==> config.mk <==
export PLATFORM = sky130hd
export DESIGN_NAME = url_scheme_host_port_parser_unit
export DESIGN_NICKNAME = d
export VERILOG_FILES = /design/src/url_shp_pkg.sv /design/src/url_shp_fifo.sv /design/src/url_shp_front.sv /design/src/url_shp_back.sv /design/src/url_scheme_host_port_parser_unit.sv
export SDC_FILE = /design/constraint.sdc
export NUM_CORES = 1
export LEC_CHECK = 0
export ABC_AREA = 0
export BUFFER_PORTS_ARGS = -buffer_cell sky130_fd_sc_hd__buf_2
export CAP_MARGIN = 30
export CORE_AREA = 4 4 212 214
export DETAILED_ROUTE_END_ITERATION = 12
export DIE_AREA = 0 0 216 218
export SLEW_MARGIN = 10
export SYNTH_ARGS = -nofsm -noshare
export SYNTH_HDL_FRONTEND = slang
export SYNTH_HIERARCHICAL = 1
export SYNTH_SLANG_ARGS = --single-unit
==> constraint.sdc <==
create_clock -name aclk -period 6.4 [get_ports aclk]
set_input_delay 0.32 -clock aclk [delete_from_list [all_inputs] [get_ports aclk]]
set_output_delay 0.32 -clock aclk [all_outputs]
set_load 0.05 [all_outputs]
==> src/url_shp_pkg.sv <==
`default_nettype none

package url_shp_pkg;

    localparam int TABLE_SIZE = 22;

    // Result status codes.
    localparam logic [1:0] ST_OK       = 2'd0;
    localparam logic [1:0] ST_INVALID  = 2'd1;
    localparam logic [1:0] ST_UNKNOWN  = 2'd2;
    localparam logic [1:0] ST_TOO_LONG = 2'd3;

    // Configuration register indexes.
    localparam logic [1:0] CFG_USE_DEFAULTS    = 2'd0;
    localparam logic [1:0] CFG_DEFAULT_PROT    = 2'd1;
    localparam logic [1:0] CFG_PORT_OVR_VALID  = 2'd2;
    localparam logic [1:0] CFG_PORT_OVR        = 2'd3;

    localparam logic [4:0]  PROTO_ID_NONE = 5'd0;
    localparam logic [4:0]  PROTO_ID_HTTP = 5'd1;
    localparam logic [15:0] PORT_HTTP     = 16'd80;

    // Scheme names, right-justified: the last character sits in the low byte.
    localparam logic [55:0] SCH_NAME [TABLE_SIZE] = '{
        56'("http"), 56'("https"), 56'("smtp"), 56'("smtps"),
        56'("pop3"), 56'("pop"), 56'("pop3s"), 56'("pops"),
        56'("imap"), 56'("imap4"), 56'("imaps"), 56'("imap4s"),
        56'("ldap"), 56'("ldaps"), 56'("syncml"), 56'("syncmls"),
        56'("ftp"), 56'("tftp"), 56'("sftp"), 56'("gopher"),
        56'("rsync"), 56'("finger")
    };

    localparam logic [2:0] SCH_LEN [TABLE_SIZE] = '{
        3'd4, 3'd5, 3'd4, 3'd5, 3'd4, 3'd3, 3'd5, 3'd4, 3'd4, 3'd5, 3'd5,
        3'd6, 3'd4, 3'd5, 3'd6, 3'd7, 3'd3, 3'd4, 3'd4, 3'd6, 3'd5, 3'd6
    };

    localparam logic [4:0] SCH_PROT [TABLE_SIZE] = '{
        5'd1, 5'd2, 5'd3, 5'd4, 5'd5, 5'd5, 5'd6, 5'd6, 5'd7, 5'd7, 5'd7,
        5'd7, 5'd8, 5'd9, 5'd10, 5'd11, 5'd12, 5'd13, 5'd14, 5'd15, 5'd16, 5'd17
    };

    localparam logic SCH_SSL [TABLE_SIZE] = '{
        1'b0, 1'b1, 1'b0, 1'b1, 1'b0, 1'b0, 1'b1, 1'b1, 1'b0, 1'b0, 1'b1,
        1'b1, 1'b0, 1'b1, 1'b0, 1'b1, 1'b0, 1'b0, 1'b0, 1'b0, 1'b0, 1'b0
    };

    localparam logic [15:0] SCH_PORT [TABLE_SIZE] = '{
        16'd80, 16'd443, 16'd25, 16'd465, 16'd110, 16'd110, 16'd995, 16'd995,
        16'd143, 16'd143, 16'd993, 16'd993, 16'd389, 16'd636, 16'd8443,
        16'd8443, 16'd21, 16'd69, 16'd115, 16'd70, 16'd873, 16'd79
    };

    // Character k of entry e; only meaningful while k is below the entry length.
    function automatic logic [7:0] sch_char(input logic [4:0] e, input logic [2:0] k);
        logic [2:0]  r;
        logic [55:0] w;
        r = SCH_LEN[e] - k - 3'd1;
        w = SCH_NAME[e] >> {r, 3'b000};
        return w[7:0];
    endfunction

    // Fixed-width part of one finished URL as handed from scanner to finisher.
    typedef struct packed {
        logic        err;
        logic [1:0]  code;
        logic [4:0]  matched;
        logic [15:0] port;
        logic        path_seen;
    } url_fix_t;

endpackage

`default_nettype wire

==> src/url_shp_fifo.sv <==
`default_nettype none

module url_shp_fifo #(
    parameter int WIDTH = 8
) (
    input  wire logic             aclk,
    input  wire logic             aresetn,
    input  wire logic             wr_en,
    input  wire logic [WIDTH-1:0] wr_data,
    output logic                  full,
    output logic                  rd_valid,
    input  wire logic             rd_en,
    output logic [WIDTH-1:0]      rd_data
);

    logic [WIDTH-1:0] mem [2];
    logic       wptr_reg, wptr_next;
    logic       rptr_reg, rptr_next;
    logic [1:0] count_reg, count_next;

    assign full     = (count_reg == 2'd2);
    assign rd_valid = (count_reg != 2'd0);
    assign rd_data  = mem[rptr_reg];

    always_comb begin
        wptr_next  = wptr_reg;
        rptr_next  = rptr_reg;
        count_next = count_reg;
        if (wr_en) begin
            wptr_next = ~wptr_reg;
        end
        if (rd_en) begin
            rptr_next = ~rptr_reg;
        end
        if (wr_en && !rd_en) begin
            count_next = count_reg + 2'd1;
        end else if (!wr_en && rd_en) begin
            count_next = count_reg - 2'd1;
        end
    end

    always_ff @(posedge aclk) begin
        if (!aresetn) begin
            wptr_reg  <= 1'b0;
            rptr_reg  <= 1'b0;
            count_reg <= 2'd0;
        end else begin
            wptr_reg  <= wptr_next;
            rptr_reg  <= rptr_next;
            count_reg <= count_next;
        end
    end

    always_ff @(posedge aclk) begin
        if (wr_en) begin
            mem[wptr_reg] <= wr_data;
        end
    end

endmodule

`default_nettype wire

==> src/url_shp_front.sv <==
`default_nettype none

module url_shp_front #(
    parameter int PW = 10,
    parameter int NE = 22,
    parameter int MAX_BYTES = 1024,
    parameter int REC_W = 64
) (
    input  wire logic             aclk,
    input  wire logic             aresetn,
    input  wire logic             in_valid,
    input  wire logic [7:0]       in_ch,
    output logic                  in_ready,
    output logic                  rec_push,
    output logic [REC_W-1:0]      rec_data,
    input  wire logic             rec_full
);
    import url_shp_pkg::*;

    localparam logic [2:0] PH_SCHEME  = 3'd0;
    localparam logic [2:0] PH_COLON1  = 3'd1;
    localparam logic [2:0] PH_COLON2  = 3'd2;
    localparam logic [2:0] PH_SLASHES = 3'd3;
    localparam logic [2:0] PH_HOST    = 3'd4;
    localparam logic [2:0] PH_PORT    = 3'd5;
    localparam logic [2:0] PH_PATH    = 3'd6;
    localparam logic [2:0] PH_ERROR   = 3'd7;

    localparam logic [PW-1:0] POS_LAST = PW'(MAX_BYTES - 1);

    logic [2:0]    phase_reg, phase_next;
    logic [PW-1:0] pos_reg, pos_next;
    logic [NE-1:0] match_reg, match_next;
    logic [3:0]    slen_reg, slen_next;
    logic [PW-1:0] hbeg_reg, hbeg_next;
    logic [PW-1:0] hend_reg, hend_next;
    logic [15:0]   port_reg, port_next;
    logic [PW-1:0] pbeg_reg, pbeg_next;
    logic          pseen_reg, pseen_next;
    logic [4:0]    ment_reg, ment_next;

    logic          accept;
    logic          is_upper, is_letter, is_digit, is_path, is_colon, is_slash;
    logic [7:0]    low_ch;
    logic [19:0]   port_mul;
    logic [15:0]   port_sat;
    logic          hit_found;
    logic [4:0]    hit_entry;

    url_fix_t      fix;
    logic [PW-1:0] fin_hbeg, fin_hend, fin_pbeg;
    logic          fin_pseen;

    assign in_ready = !rec_full;
    assign accept   = in_valid && in_ready;
    assign rec_push = accept && (in_ch == 8'd0);

    assign is_upper  = (in_ch >= "A") && (in_ch <= "Z");
    assign is_letter = is_upper || ((in_ch >= "a") && (in_ch <= "z"));
    assign is_digit  = (in_ch >= "0") && (in_ch <= "9");
    assign is_path   = (in_ch == "/") || (in_ch == "?");
    assign is_colon  = (in_ch == ":");
    assign is_slash  = (in_ch == "/");
    assign low_ch    = is_upper ? (in_ch + 8'd32) : in_ch;

    assign port_mul = {4'd0, port_reg} * 20'd10 + {16'd0, in_ch[3:0]};
    assign port_sat = (port_mul > 20'd65535) ? 16'hFFFF : port_mul[15:0];

    // First table entry still matching whose length equals the scheme run.
    always_comb begin
        hit_found = 1'b0;
        hit_entry = 5'd0;
        for (int e = NE - 1; e >= 0; e--) begin
            if (match_reg[e] && ({1'b0, SCH_LEN[e]} == slen_reg)) begin
                hit_found = 1'b1;
                hit_entry = 5'(e + 1);
            end
        end
    end

    always_comb begin
        phase_next = phase_reg;
        pos_next   = pos_reg;
        match_next = match_reg;
        slen_next  = slen_reg;
        hbeg_next  = hbeg_reg;
        hend_next  = hend_reg;
        port_next  = port_reg;
        pbeg_next  = pbeg_reg;
        pseen_next = pseen_reg;
        ment_next  = ment_reg;

        if (accept) begin
            if (in_ch == 8'd0) begin
                phase_next = PH_SCHEME;
                pos_next   = '0;
                match_next = '1;
                slen_next  = 4'd0;
                hbeg_next  = '0;
                hend_next  = '0;
                port_next  = 16'd0;
                pbeg_next  = '0;
                pseen_next = 1'b0;
                ment_next  = 5'd0;
            end else if (phase_reg != PH_ERROR) begin
                if (pos_reg >= POS_LAST) begin
                    phase_next = PH_ERROR;
                    ment_next  = {3'd0, ST_TOO_LONG};
                end else begin
                    pos_next = pos_reg + 1'b1;
                    case (phase_reg)
                        PH_SCHEME: begin
                            if (is_letter || (is_digit && (slen_reg != 4'd0))) begin
                                for (int e = 0; e < NE; e++) begin
                                    if (({1'b0, SCH_LEN[e]} <= slen_reg) ||
                                        (sch_char(5'(e), slen_reg[2:0]) != low_ch)) begin
                                        match_next[e] = 1'b0;
                                    end
                                end
                                if (slen_reg != 4'd15) begin
                                    slen_next = slen_reg + 4'd1;
                                end
                            end else if (is_colon) begin
                                hend_next  = pos_reg;
                                phase_next = PH_COLON1;
                            end else if (is_path) begin
                                hend_next  = pos_reg;
                                pbeg_next  = pos_reg;
                                pseen_next = 1'b1;
                                phase_next = PH_PATH;
                            end else begin
                                phase_next = PH_HOST;
                            end
                        end
                        PH_COLON1: begin
                            if (is_slash) begin
                                phase_next = PH_COLON2;
                            end else if (is_digit) begin
                                port_next  = port_sat;
                                phase_next = PH_PORT;
                            end else begin
                                pbeg_next  = pos_reg;
                                pseen_next = 1'b1;
                                phase_next = PH_PATH;
                            end
                        end
                        PH_COLON2: begin
                            if (is_slash) begin
                                if (hit_found) begin
                                    ment_next  = hit_entry;
                                    phase_next = PH_SLASHES;
                                end else begin
                                    ment_next  = {3'd0, ST_UNKNOWN};
                                    phase_next = PH_ERROR;
                                end
                            end else begin
                                pbeg_next  = pos_reg - 1'b1;
                                pseen_next = 1'b1;
                                phase_next = PH_PATH;
                            end
                        end
                        PH_SLASHES: begin
                            if (!is_slash) begin
                                hbeg_next = pos_reg;
                                if (is_path) begin
                                    hend_next  = pos_reg;
                                    pbeg_next  = pos_reg;
                                    pseen_next = 1'b1;
                                    phase_next = PH_PATH;
                                end else if (is_colon) begin
                                    hend_next  = pos_reg;
                                    phase_next = PH_PORT;
                                end else begin
                                    phase_next = PH_HOST;
                                end
                            end
                        end
                        PH_HOST: begin
                            if (is_path) begin
                                hend_next  = pos_reg;
                                pbeg_next  = pos_reg;
                                pseen_next = 1'b1;
                                phase_next = PH_PATH;
                            end else if (is_colon) begin
                                hend_next  = pos_reg;
                                phase_next = PH_PORT;
                            end
                        end
                        PH_PORT: begin
                            if (is_digit) begin
                                port_next = port_sat;
                            end else begin
                                pbeg_next  = pos_reg;
                                pseen_next = 1'b1;
                                phase_next = PH_PATH;
                            end
                        end
                        default: begin
                        end
                    endcase
                end
            end
        end
    end

    // Close out the phase the URL ended in.
    always_comb begin
        fin_hbeg  = hbeg_reg;
        fin_hend  = hend_reg;
        fin_pbeg  = pbeg_reg;
        fin_pseen = pseen_reg;
        case (phase_reg)
            PH_SCHEME: begin
                fin_hend = pos_reg;
            end
            PH_COLON2: begin
                fin_pbeg  = pos_reg - 1'b1;
                fin_pseen = 1'b1;
            end
            PH_SLASHES: begin
                fin_hbeg = pos_reg;
                fin_hend = pos_reg;
            end
            PH_HOST: begin
                fin_hend = pos_reg;
            end
            default: begin
            end
        endcase
        fix.err       = (phase_reg == PH_ERROR);
        fix.code      = ment_reg[1:0];
        fix.matched   = ment_reg;
        fix.port      = port_reg;
        fix.path_seen = fin_pseen;
    end

    assign rec_data = {fix, fin_hbeg, fin_hend, fin_pbeg};

    always_ff @(posedge aclk) begin
        if (!aresetn) begin
            phase_reg <= PH_SCHEME;
            pos_reg   <= '0;
            match_reg <= '1;
            slen_reg  <= 4'd0;
            hbeg_reg  <= '0;
            hend_reg  <= '0;
            port_reg  <= 16'd0;
            pbeg_reg  <= '0;
            pseen_reg <= 1'b0;
            ment_reg  <= 5'd0;
        end else begin
            phase_reg <= phase_next;
            pos_reg   <= pos_next;
            match_reg <= match_next;
            slen_reg  <= slen_next;
            hbeg_reg  <= hbeg_next;
            hend_reg  <= hend_next;
            port_reg  <= port_next;
            pbeg_reg  <= pbeg_next;
            pseen_reg <= pseen_next;
            ment_reg  <= ment_next;
        end
    end

endmodule

`default_nettype wire

==> src/url_shp_back.sv <==
`default_nettype none

module url_shp_back #(
    parameter int PW = 10,
    parameter int NE = 22,
    parameter int REC_W = 64
) (
    input  wire logic             aclk,
    input  wire logic             aresetn,
    input  wire logic             cfg_valid,
    input  wire logic [1:0]       cfg_index,
    input  wire logic [15:0]      cfg_data,
    output logic                  cfg_ready,
    input  wire logic             rec_valid,
    input  wire logic [REC_W-1:0] rec_data,
    output logic                  rec_pop,
    output logic                  out_valid,
    input  wire logic             out_ready,
    output logic [1:0]            out_status,
    output logic [4:0]            out_protocol,
    output logic                  out_ssl,
    output logic [15:0]           out_port_number,
    output logic [9:0]            out_host_start,
    output logic [9:0]            out_host_length,
    output logic                  out_path_present,
    output logic [9:0]            out_path_start
);
    import url_shp_pkg::*;

    logic        use_def_reg;
    logic [4:0]  def_prot_reg;
    logic        ovr_valid_reg;
    logic [15:0] ovr_port_reg;

    logic        valid_reg, valid_next;
    logic [1:0]  status_reg, status_next;
    logic [4:0]  prot_reg, prot_next;
    logic        ssl_reg, ssl_next;
    logic [15:0] port_reg, port_next;
    logic [9:0]  hstart_reg, hstart_next;
    logic [9:0]  hlen_reg, hlen_next;
    logic        ppres_reg, ppres_next;
    logic [9:0]  pstart_reg, pstart_next;

    url_fix_t      fix;
    logic [PW-1:0] hbeg, hend, pbeg;
    logic [4:0]    midx;
    logic [4:0]    d_prot;
    logic          d_ssl;
    logic [15:0]   d_port;
    logic [4:0]    prot;
    logic          ssl;
    logic [15:0]   dport;
    logic [15:0]   port;
    logic [1:0]    status;

    assign cfg_ready = 1'b1;
    assign {fix, hbeg, hend, pbeg} = rec_data;
    assign rec_pop = rec_valid && (!valid_reg || out_ready);
    assign midx = fix.matched - 5'd1;

    // Configured default protocol resolved against the table; unknown ids fall back to http.
    always_comb begin
        d_prot = PROTO_ID_HTTP;
        d_ssl  = 1'b0;
        d_port = PORT_HTTP;
        for (int e = NE - 1; e >= 0; e--) begin
            if (SCH_PROT[e] == def_prot_reg) begin
                d_prot = SCH_PROT[e];
                d_ssl  = SCH_SSL[e];
                d_port = SCH_PORT[e];
            end
        end
    end

    always_comb begin
        if (fix.err) begin
            status = fix.code;
        end else if (hend == hbeg) begin
            status = ST_INVALID;
        end else begin
            status = ST_OK;
        end

        prot  = PROTO_ID_NONE;
        ssl   = 1'b0;
        dport = PORT_HTTP;
        if (fix.matched != 5'd0) begin
            prot  = SCH_PROT[midx];
            ssl   = SCH_SSL[midx];
            dport = SCH_PORT[midx];
        end
        port = fix.port;
        if (use_def_reg) begin
            if (prot == PROTO_ID_NONE) begin
                prot  = d_prot;
                ssl   = d_ssl;
                dport = d_port;
            end
            if (port == 16'd0) begin
                port = ovr_valid_reg ? ovr_port_reg : dport;
            end
        end
    end

    always_comb begin
        valid_next  = valid_reg;
        status_next = status_reg;
        prot_next   = prot_reg;
        ssl_next    = ssl_reg;
        port_next   = port_reg;
        hstart_next = hstart_reg;
        hlen_next   = hlen_reg;
        ppres_next  = ppres_reg;
        pstart_next = pstart_reg;
        if (valid_reg && out_ready) begin
            valid_next = 1'b0;
        end
        if (rec_pop) begin
            valid_next  = 1'b1;
            status_next = status;
            if (status == ST_OK) begin
                prot_next   = prot;
                ssl_next    = ssl;
                port_next   = port;
                hstart_next = 10'(hbeg);
                hlen_next   = 10'(hend - hbeg);
                ppres_next  = fix.path_seen;
                pstart_next = fix.path_seen ? 10'(pbeg) : 10'd0;
            end else begin
                prot_next   = PROTO_ID_NONE;
                ssl_next    = 1'b0;
                port_next   = 16'd0;
                hstart_next = 10'd0;
                hlen_next   = 10'd0;
                ppres_next  = 1'b0;
                pstart_next = 10'd0;
            end
        end
    end

    always_ff @(posedge aclk) begin
        if (!aresetn) begin
            use_def_reg   <= 1'b0;
            def_prot_reg  <= PROTO_ID_HTTP;
            ovr_valid_reg <= 1'b0;
            ovr_port_reg  <= 16'd0;
            valid_reg     <= 1'b0;
        end else begin
            valid_reg <= valid_next;
            if (cfg_valid) begin
                case (cfg_index)
                    CFG_USE_DEFAULTS:   use_def_reg   <= cfg_data[0];
                    CFG_DEFAULT_PROT:   def_prot_reg  <= cfg_data[4:0];
                    CFG_PORT_OVR_VALID: ovr_valid_reg <= cfg_data[0];
                    CFG_PORT_OVR:       ovr_port_reg  <= cfg_data;
                    default: begin
                    end
                endcase
            end
        end
    end

    always_ff @(posedge aclk) begin
        status_reg <= status_next;
        prot_reg   <= prot_next;
        ssl_reg    <= ssl_next;
        port_reg   <= port_next;
        hstart_reg <= hstart_next;
        hlen_reg   <= hlen_next;
        ppres_reg  <= ppres_next;
        pstart_reg <= pstart_next;
    end

    assign out_valid        = valid_reg;
    assign out_status       = status_reg;
    assign out_protocol     = prot_reg;
    assign out_ssl          = ssl_reg;
    assign out_port_number  = port_reg;
    assign out_host_start   = hstart_reg;
    assign out_host_length  = hlen_reg;
    assign out_path_present = ppres_reg;
    assign out_path_start   = pstart_reg;

endmodule

`default_nettype wire

==> src/url_scheme_host_port_parser_unit.sv <==
`default_nettype none
// Channel   Handshake             Payload
// s_        s_valid / s_ready     s_ch: one URL byte, zero ends the URL
// m_        m_valid / m_ready     status, protocol, ssl, port, host and path offsets
// cfg_      cfg_valid / cfg_ready cfg_index, cfg_data: register write
//
// One byte is taken per cycle while s_ready is high; the scanner updates its state
// and the parallel scheme match vector in that cycle. A terminating byte queues a
// summary in a two-entry queue; the finisher turns it into a registered result.
// s_ready drops only while the queue is full, i.e. when m_ready has been low
// long enough for two finished URLs to back up behind the output register.
// Reset (aresetn low, synchronous) clears the scanner, queue, config and m_valid.

module url_scheme_host_port_parser_unit #(
    parameter int MAX_URL_BYTES  = 1024,
    parameter int SCHEME_ENTRIES = 22
) (
    input  wire logic        aclk,
    input  wire logic        aresetn,
    input  wire logic        s_valid,
    output logic             s_ready,
    input  wire logic [7:0]  s_ch,
    output logic             m_valid,
    input  wire logic        m_ready,
    output logic [1:0]       m_status,
    output logic [4:0]       m_protocol,
    output logic             m_ssl,
    output logic [15:0]      m_port_number,
    output logic [9:0]       m_host_start,
    output logic [9:0]       m_host_length,
    output logic             m_path_present,
    output logic [9:0]       m_path_start,
    input  wire logic        cfg_valid,
    output logic             cfg_ready,
    input  wire logic [1:0]  cfg_index,
    input  wire logic [15:0] cfg_data
);
    import url_shp_pkg::*;

    localparam int PW = $clog2(MAX_URL_BYTES);
    localparam int NE = (SCHEME_ENTRIES < TABLE_SIZE) ? SCHEME_ENTRIES : TABLE_SIZE;
    localparam int REC_W = $bits(url_fix_t) + 3 * PW;

    logic             push, full, q_valid, pop;
    logic [REC_W-1:0] push_data, q_data;

    url_shp_front #(
        .PW(PW), .NE(NE), .MAX_BYTES(MAX_URL_BYTES), .REC_W(REC_W)
    ) u_front (
        .aclk(aclk), .aresetn(aresetn),
        .in_valid(s_valid), .in_ch(s_ch), .in_ready(s_ready),
        .rec_push(push), .rec_data(push_data), .rec_full(full)
    );

    url_shp_fifo #(.WIDTH(REC_W)) u_queue (
        .aclk(aclk), .aresetn(aresetn),
        .wr_en(push), .wr_data(push_data), .full(full),
        .rd_valid(q_valid), .rd_en(pop), .rd_data(q_data)
    );

    url_shp_back #(.PW(PW), .NE(NE), .REC_W(REC_W)) u_back (
        .aclk(aclk), .aresetn(aresetn),
        .cfg_valid(cfg_valid), .cfg_index(cfg_index), .cfg_data(cfg_data),
        .cfg_ready(cfg_ready),
        .rec_valid(q_valid), .rec_data(q_data), .rec_pop(pop),
        .out_valid(m_valid), .out_ready(m_ready),
        .out_status(m_status), .out_protocol(m_protocol), .out_ssl(m_ssl),
        .out_port_number(m_port_number), .out_host_start(m_host_start),
        .out_host_length(m_host_length), .out_path_present(m_path_present),
        .out_path_start(m_path_start)
    );

endmodule

`default_nettype wire
# Word level (Yosys, flattened, before mapping)
# Memory sizes are Yosys's and may differ from the RTL's. A register that Yosys moved wholly into a read port is not among the register bits.
# Index checks and enable logic that the tools add are counted.
# totals
ff_bits	174
ramBits	110
romBits	704
output_inout_bits	58
memories	4
# op_classes
addsub	19
mul	1
order_cmp	14
n_eq_ne	72
shifts	22
mux	224
n_bitwise	3
reduce_logical	142
# memory_table
name	depth	word_bits	read_ports	rd_ports_with_merged_regs	wr	line_no	source
(name not given)	32	16	1	0	0	url_shp_back.sv:91	dport = SCH_PORT[midx];
(name not given)	32	5	1	0	0	url_shp_back.sv:89	prot = SCH_PROT[midx];
u_queue.mem	2	55	1	1	1	url_shp_fifo.sv:16	logic [WIDTH-1:0] mem [2];
(name not given)	32	1	1	0	0	url_shp_back.sv:90	ssl = SCH_SSL[midx];
# op_table
operator	n
$mux W16	28
$mux W10	31
$shr A39 B6 Y8 const A	7
$mux W5	51
$shr A31 B6 Y8 const A	8
$shr A47 B6 Y8 const A	4
$ne A8 B8 Y1	22
$reduce_and A6 Y1	23
$mux W22	5
$mux W1	79
$pmux W10 S6	1
$reduce_bool A2 Y1	30
$shr A55 B6 Y8 const A	1
$shr A23 B6 Y8 const A	2
$eq A4 B5 Y1 const A	8
$mux W3	13
$logic_and A1 B1 Y1	32
$pmux W16 S2	1
$pmux W10 S3	1
$logic_or A1 B1 Y1	26
$eq A8 B6 Y1 const B	3
$mux W4	6
$add A20 B4 Y20	1
$eq A3 B5 Y1 const A	4
64 further kinds	110

# Depth between registers and ports, before layout
# depth
word_depth	30
depth_mapped	16
ltp_nobuf	12

# Cells and area by module
# The synthesis kept the hierarchy.
# by_module_without_submodules
module	instances	cells_per_inst	area_per_inst_um2	seq_area_each_um2
url_shp_front	1	1108	8152.8	1821.7
url_shp_back	1	511	4712.0	2132.0
url_shp_fifo	1	193	4207.8	3403.3

# Least setup slack after synthesis
# No wires, ideal clock.
# synth_path
path_kind	input port to flip-flop
start	in s_ch[3]
end	mem u_queue/mem[0][0] (netlist name) (enable)
setup_ps	475
t_arrival_ps	4103
path_slack_ps	1821
cell_stages	6
path_buffers	1
path_cell_list	clkbuf_1 > nor4_1 > nand2b_1 > nand3b_1 > nor2_1 > nor2b_1
# synth_via
elab_chain_cells	4
# synth_lines
element	line_no	source
start, declared	url_scheme_host_port_parser_unit.sv:22	input wire logic [7:0] s_ch,
$logic_not A8 Y1	url_shp_front.sv:56	assign rec_push = accept && (in_ch == 8'd0);
$logic_and A1 B1 Y1	url_shp_front.sv:56	
via push	url_scheme_host_port_parser_unit.sv:44	logic push, full, q_valid, pop;
$mux W1	url_shp_fifo.sv:55	if (wr_en) begin
$mux W1 (not written as such)	url_shp_fifo.sv:56	mem[wptr_reg] <= wr_data;
end, declared	url_shp_fifo.sv:16	
# The timed path passes the listed nets, and every way through them passes these cells.

==> metrics <==
status completed; Seq/Total Area, Yosys 0.431; number of global-route vias before repair 13100; port bufs slightly below 90; worst skew pair latency roughly 0.56 ns; cts repair resizes 0; row cnt 76; crit-path max FO 20; Post-synth EDFFs between 150 and 200; Ports just under 90; post-route insts no fill roughly 2400; fin crit period between 4 and 5 ns; hold path startpoint cfg_data[13]; CTS H-tree depth 1; VDD IR-drop max 0.000213 V; pwr dens around 300 nW/um^2; # setup viols final 0; Synth Area per Inst ~9.4 sq um; met3 usage 0.0208; Layout area overhead 11.0%; register clock-pin slew on the reported worst setup and hold paths ~0.06 ns; Cell variety after synth 90; Final Hold Fails 0; Mapped Cells about 1800; HP Class in2reg; period utilisation layout 0.771; kind of start point of the critical path register; cts bufs inserted 31; Max-slew headroom 0.312; Synth Register Bits approximately 290; critical path required time approximately 6.7 ns; Slew @ Worst Pin a little over 1 ns; Detailed Route Iter0 Violations roughly 1000; final net count 1941; Syn Nets approximately 1900; worst path arrival time between 5 and 6 ns; DR vias approximately 13000; first-pass GRT wire length roughly 70000 microns; setup TNS 0 ns; Pre-antenna DRT Iters 6; hold path depth 3; pin count of the biggest net entering global routing between 50 and 60; leakage slightly above 0.007 uW; f_max ~0.20 GHz; worst r2r dst u_back/out_port_number[5]; CTS Sinks about 290; commonest non-fill, non-tap cell in the layout nand2_1; DRC 0; RSZ-0062 raised after global routing false; GPL Wtd Cong about 0.90; Remaining Overflow, GRT 0; end of the worst hold path u_back/ovr_port_reg[13]; CTS Buffer Depth 3; DR WL/cell between 15 and 20 microns; die area 47100 sq um; die width approximately 220 microns; worst r2r path cells 12; Max Slew Vio Count 0; M1 GR Usage 0.249; CP Class reg2reg; clock root cell clkbuf_16; Post-Route WL 43400 microns; number of flip-flops in the largest register 110; routed vias/inst approximately 5.5; critical-path cell list mux2_2, inv_1, ha_1, inv_1, ha_1, clkinv_1, o2111ai_1, o211a_1, a41oi_2, nor2_2, nor3_1, a2111oi_0; met2 Track Usage GR 0.300; flop-to-flop setup slack roughly 1.5 ns; Yosys warnings 6; Layout fillers a little over 4000; layout cells sized above 1 0.143; grt peak-use layer met2; CP max-delay cell nor2_2; Placed Instances about 2400; Async S/R FF share, synth 0; max cap viols 0; most frequent cells in the layout nand2_1 (184), edfxtp_1 (165), o21ai_0 (120), a21oi_1 (119), dfxtp_1 (119); CP peak stage delay roughly 0.73 ns; Setup Fix Bufs, Post-CTS 0; initial antenna violation count 0; CTS tree built; Core Footprint between 40000 and 50000 sq um; initial core utilization 0.398; Total GRT Usage 0.180; half-perimeter wire length after placement between 30000 and 40000 microns; Syn Std Cell Area between 15000 and 20000 sq um; Clock Skew approximately 0.016 ns; antenna-violating nets left 0; critical path endpoint category register; die height between 200 and 250 microns; Final Total Pwr ~5900 uW; ant diodes 0; ys flop type edfxtp_1
==> cell type report <==
type,count,area (sq um),area share
repair buffers,109,632,0.0333
clock buffers,35,842,0.0444
clock inverters,22,208,0.0110
multi-input cells,1336,8930,0.471
flip-flops and latches,285,7360,0.388
inverters,68,255,0.0135
well taps,585,732,0.0386
==> per-stage QoR <==
step                utilization  worst slack (ns)  hold slack (ns)  instance area [sq um]
finish                    0.442              1.47           0.0274                  19000
global route              0.442              1.04          0.00886                  19000
CTS                       0.442              1.52          0.00338                  18900
detailed placement        0.417              1.54            0.449                  17900
global placement          0.416              1.70            0.440                  17800
floorplan                     -              1.82            0.419                  17100
==> critical path, delay by kind of cell, from the launching register on <==
family	cells	cell delay [ns]
AOI/OAI and AO/OA	4	1.11
adders and majority gates	2	0.95
and+or+nand+nor	2	0.88
buffers and inverters	3	0.66
DFF	1	0.60
muxes	1	0.51
==> per-layer routing <==
layer | vias to the layer above | part of all wire | wire (microns)
met5 | - | 0 | 0
met4 | 0 | 0.020 | 866
met3 | 54 | 0.046 | 2020
met2 | 368 | 0.47 | 20300
met1 | 6365 | 0.47 | 20200
li1 | 6639 | - | -
==> synthesized netlist by cell type, drive strengths merged (17+ instances only) <==
cell,number,area share
ha,76,0.056
o31ai,17,0.0075
nor2b,30,0.011
inv,66,0.015
a21oi,120,0.035
or3,19,0.0070
xor2,37,0.019
mux2,71,0.047
xnor2,70,0.036
a21boi,30,0.013
clkbuf,89,0.020
o21ai,123,0.036
dfxtp,120,0.14
nor2,109,0.024
buf,34,0.013
and2,17,0.0062
nor3,60,0.018
mux2i,23,0.013
nand2,184,0.040
edfxtp,165,0.29
nor4,18,0.0070
nand3,66,0.019
and3,21,0.0077
==> power breakdown <==
group / total (uW) / switching [uW] / internal, uW
logic: 1810 / 1200 / 603
registers: 2250 / 89.6 / 2170
clock network: 1800 / 729 / 1070
total: 5860 / 2020 / 3830
==> how the worst max path moves through the flow <==
stage                  start                   endpoint  slack [ns]  depth (start not counted)
floorplan            s_ch[3]          u_queue/mem[0][0]        1.82                          6
global placement    register  u_back/out_port_number[5]        1.70                         11
detailed placement  register  u_back/out_port_number[5]        1.54                         12
CTS                 register  u_back/out_port_number[5]        1.52                         12
global route        register  u_back/out_port_number[5]        1.04                         12
finish              register  u_back/out_port_number[5]        1.47                         12
==> logic make-up (layout without fill, tap and decap cells) <==
| group | after synthesis | after routing | synth area share |
|---|---|---|---|
| buf+inv | 191 | 234 | 0.0473 |
| flops | 285 | 285 | 0.431 |
| simple gates | 606 | 606 | 0.177 |
| compound gates | 449 | 449 | 0.171 |
| fa+ha+maj | 79 | 79 | 0.0592 |
| other cells | 1 | 1 | 0.000220 |
| xor+xnor | 107 | 107 | 0.0549 |
| mux | 94 | 94 | 0.0603 |
==> timing repair <==
item / in CTS / in global routing
endpoints found under the hold margin: 3 / 0
hold buffers: 3 / 0
endpoints found under the setup margin: 0 / 0
No activity file was read; power rests on OpenSTA's default activity.
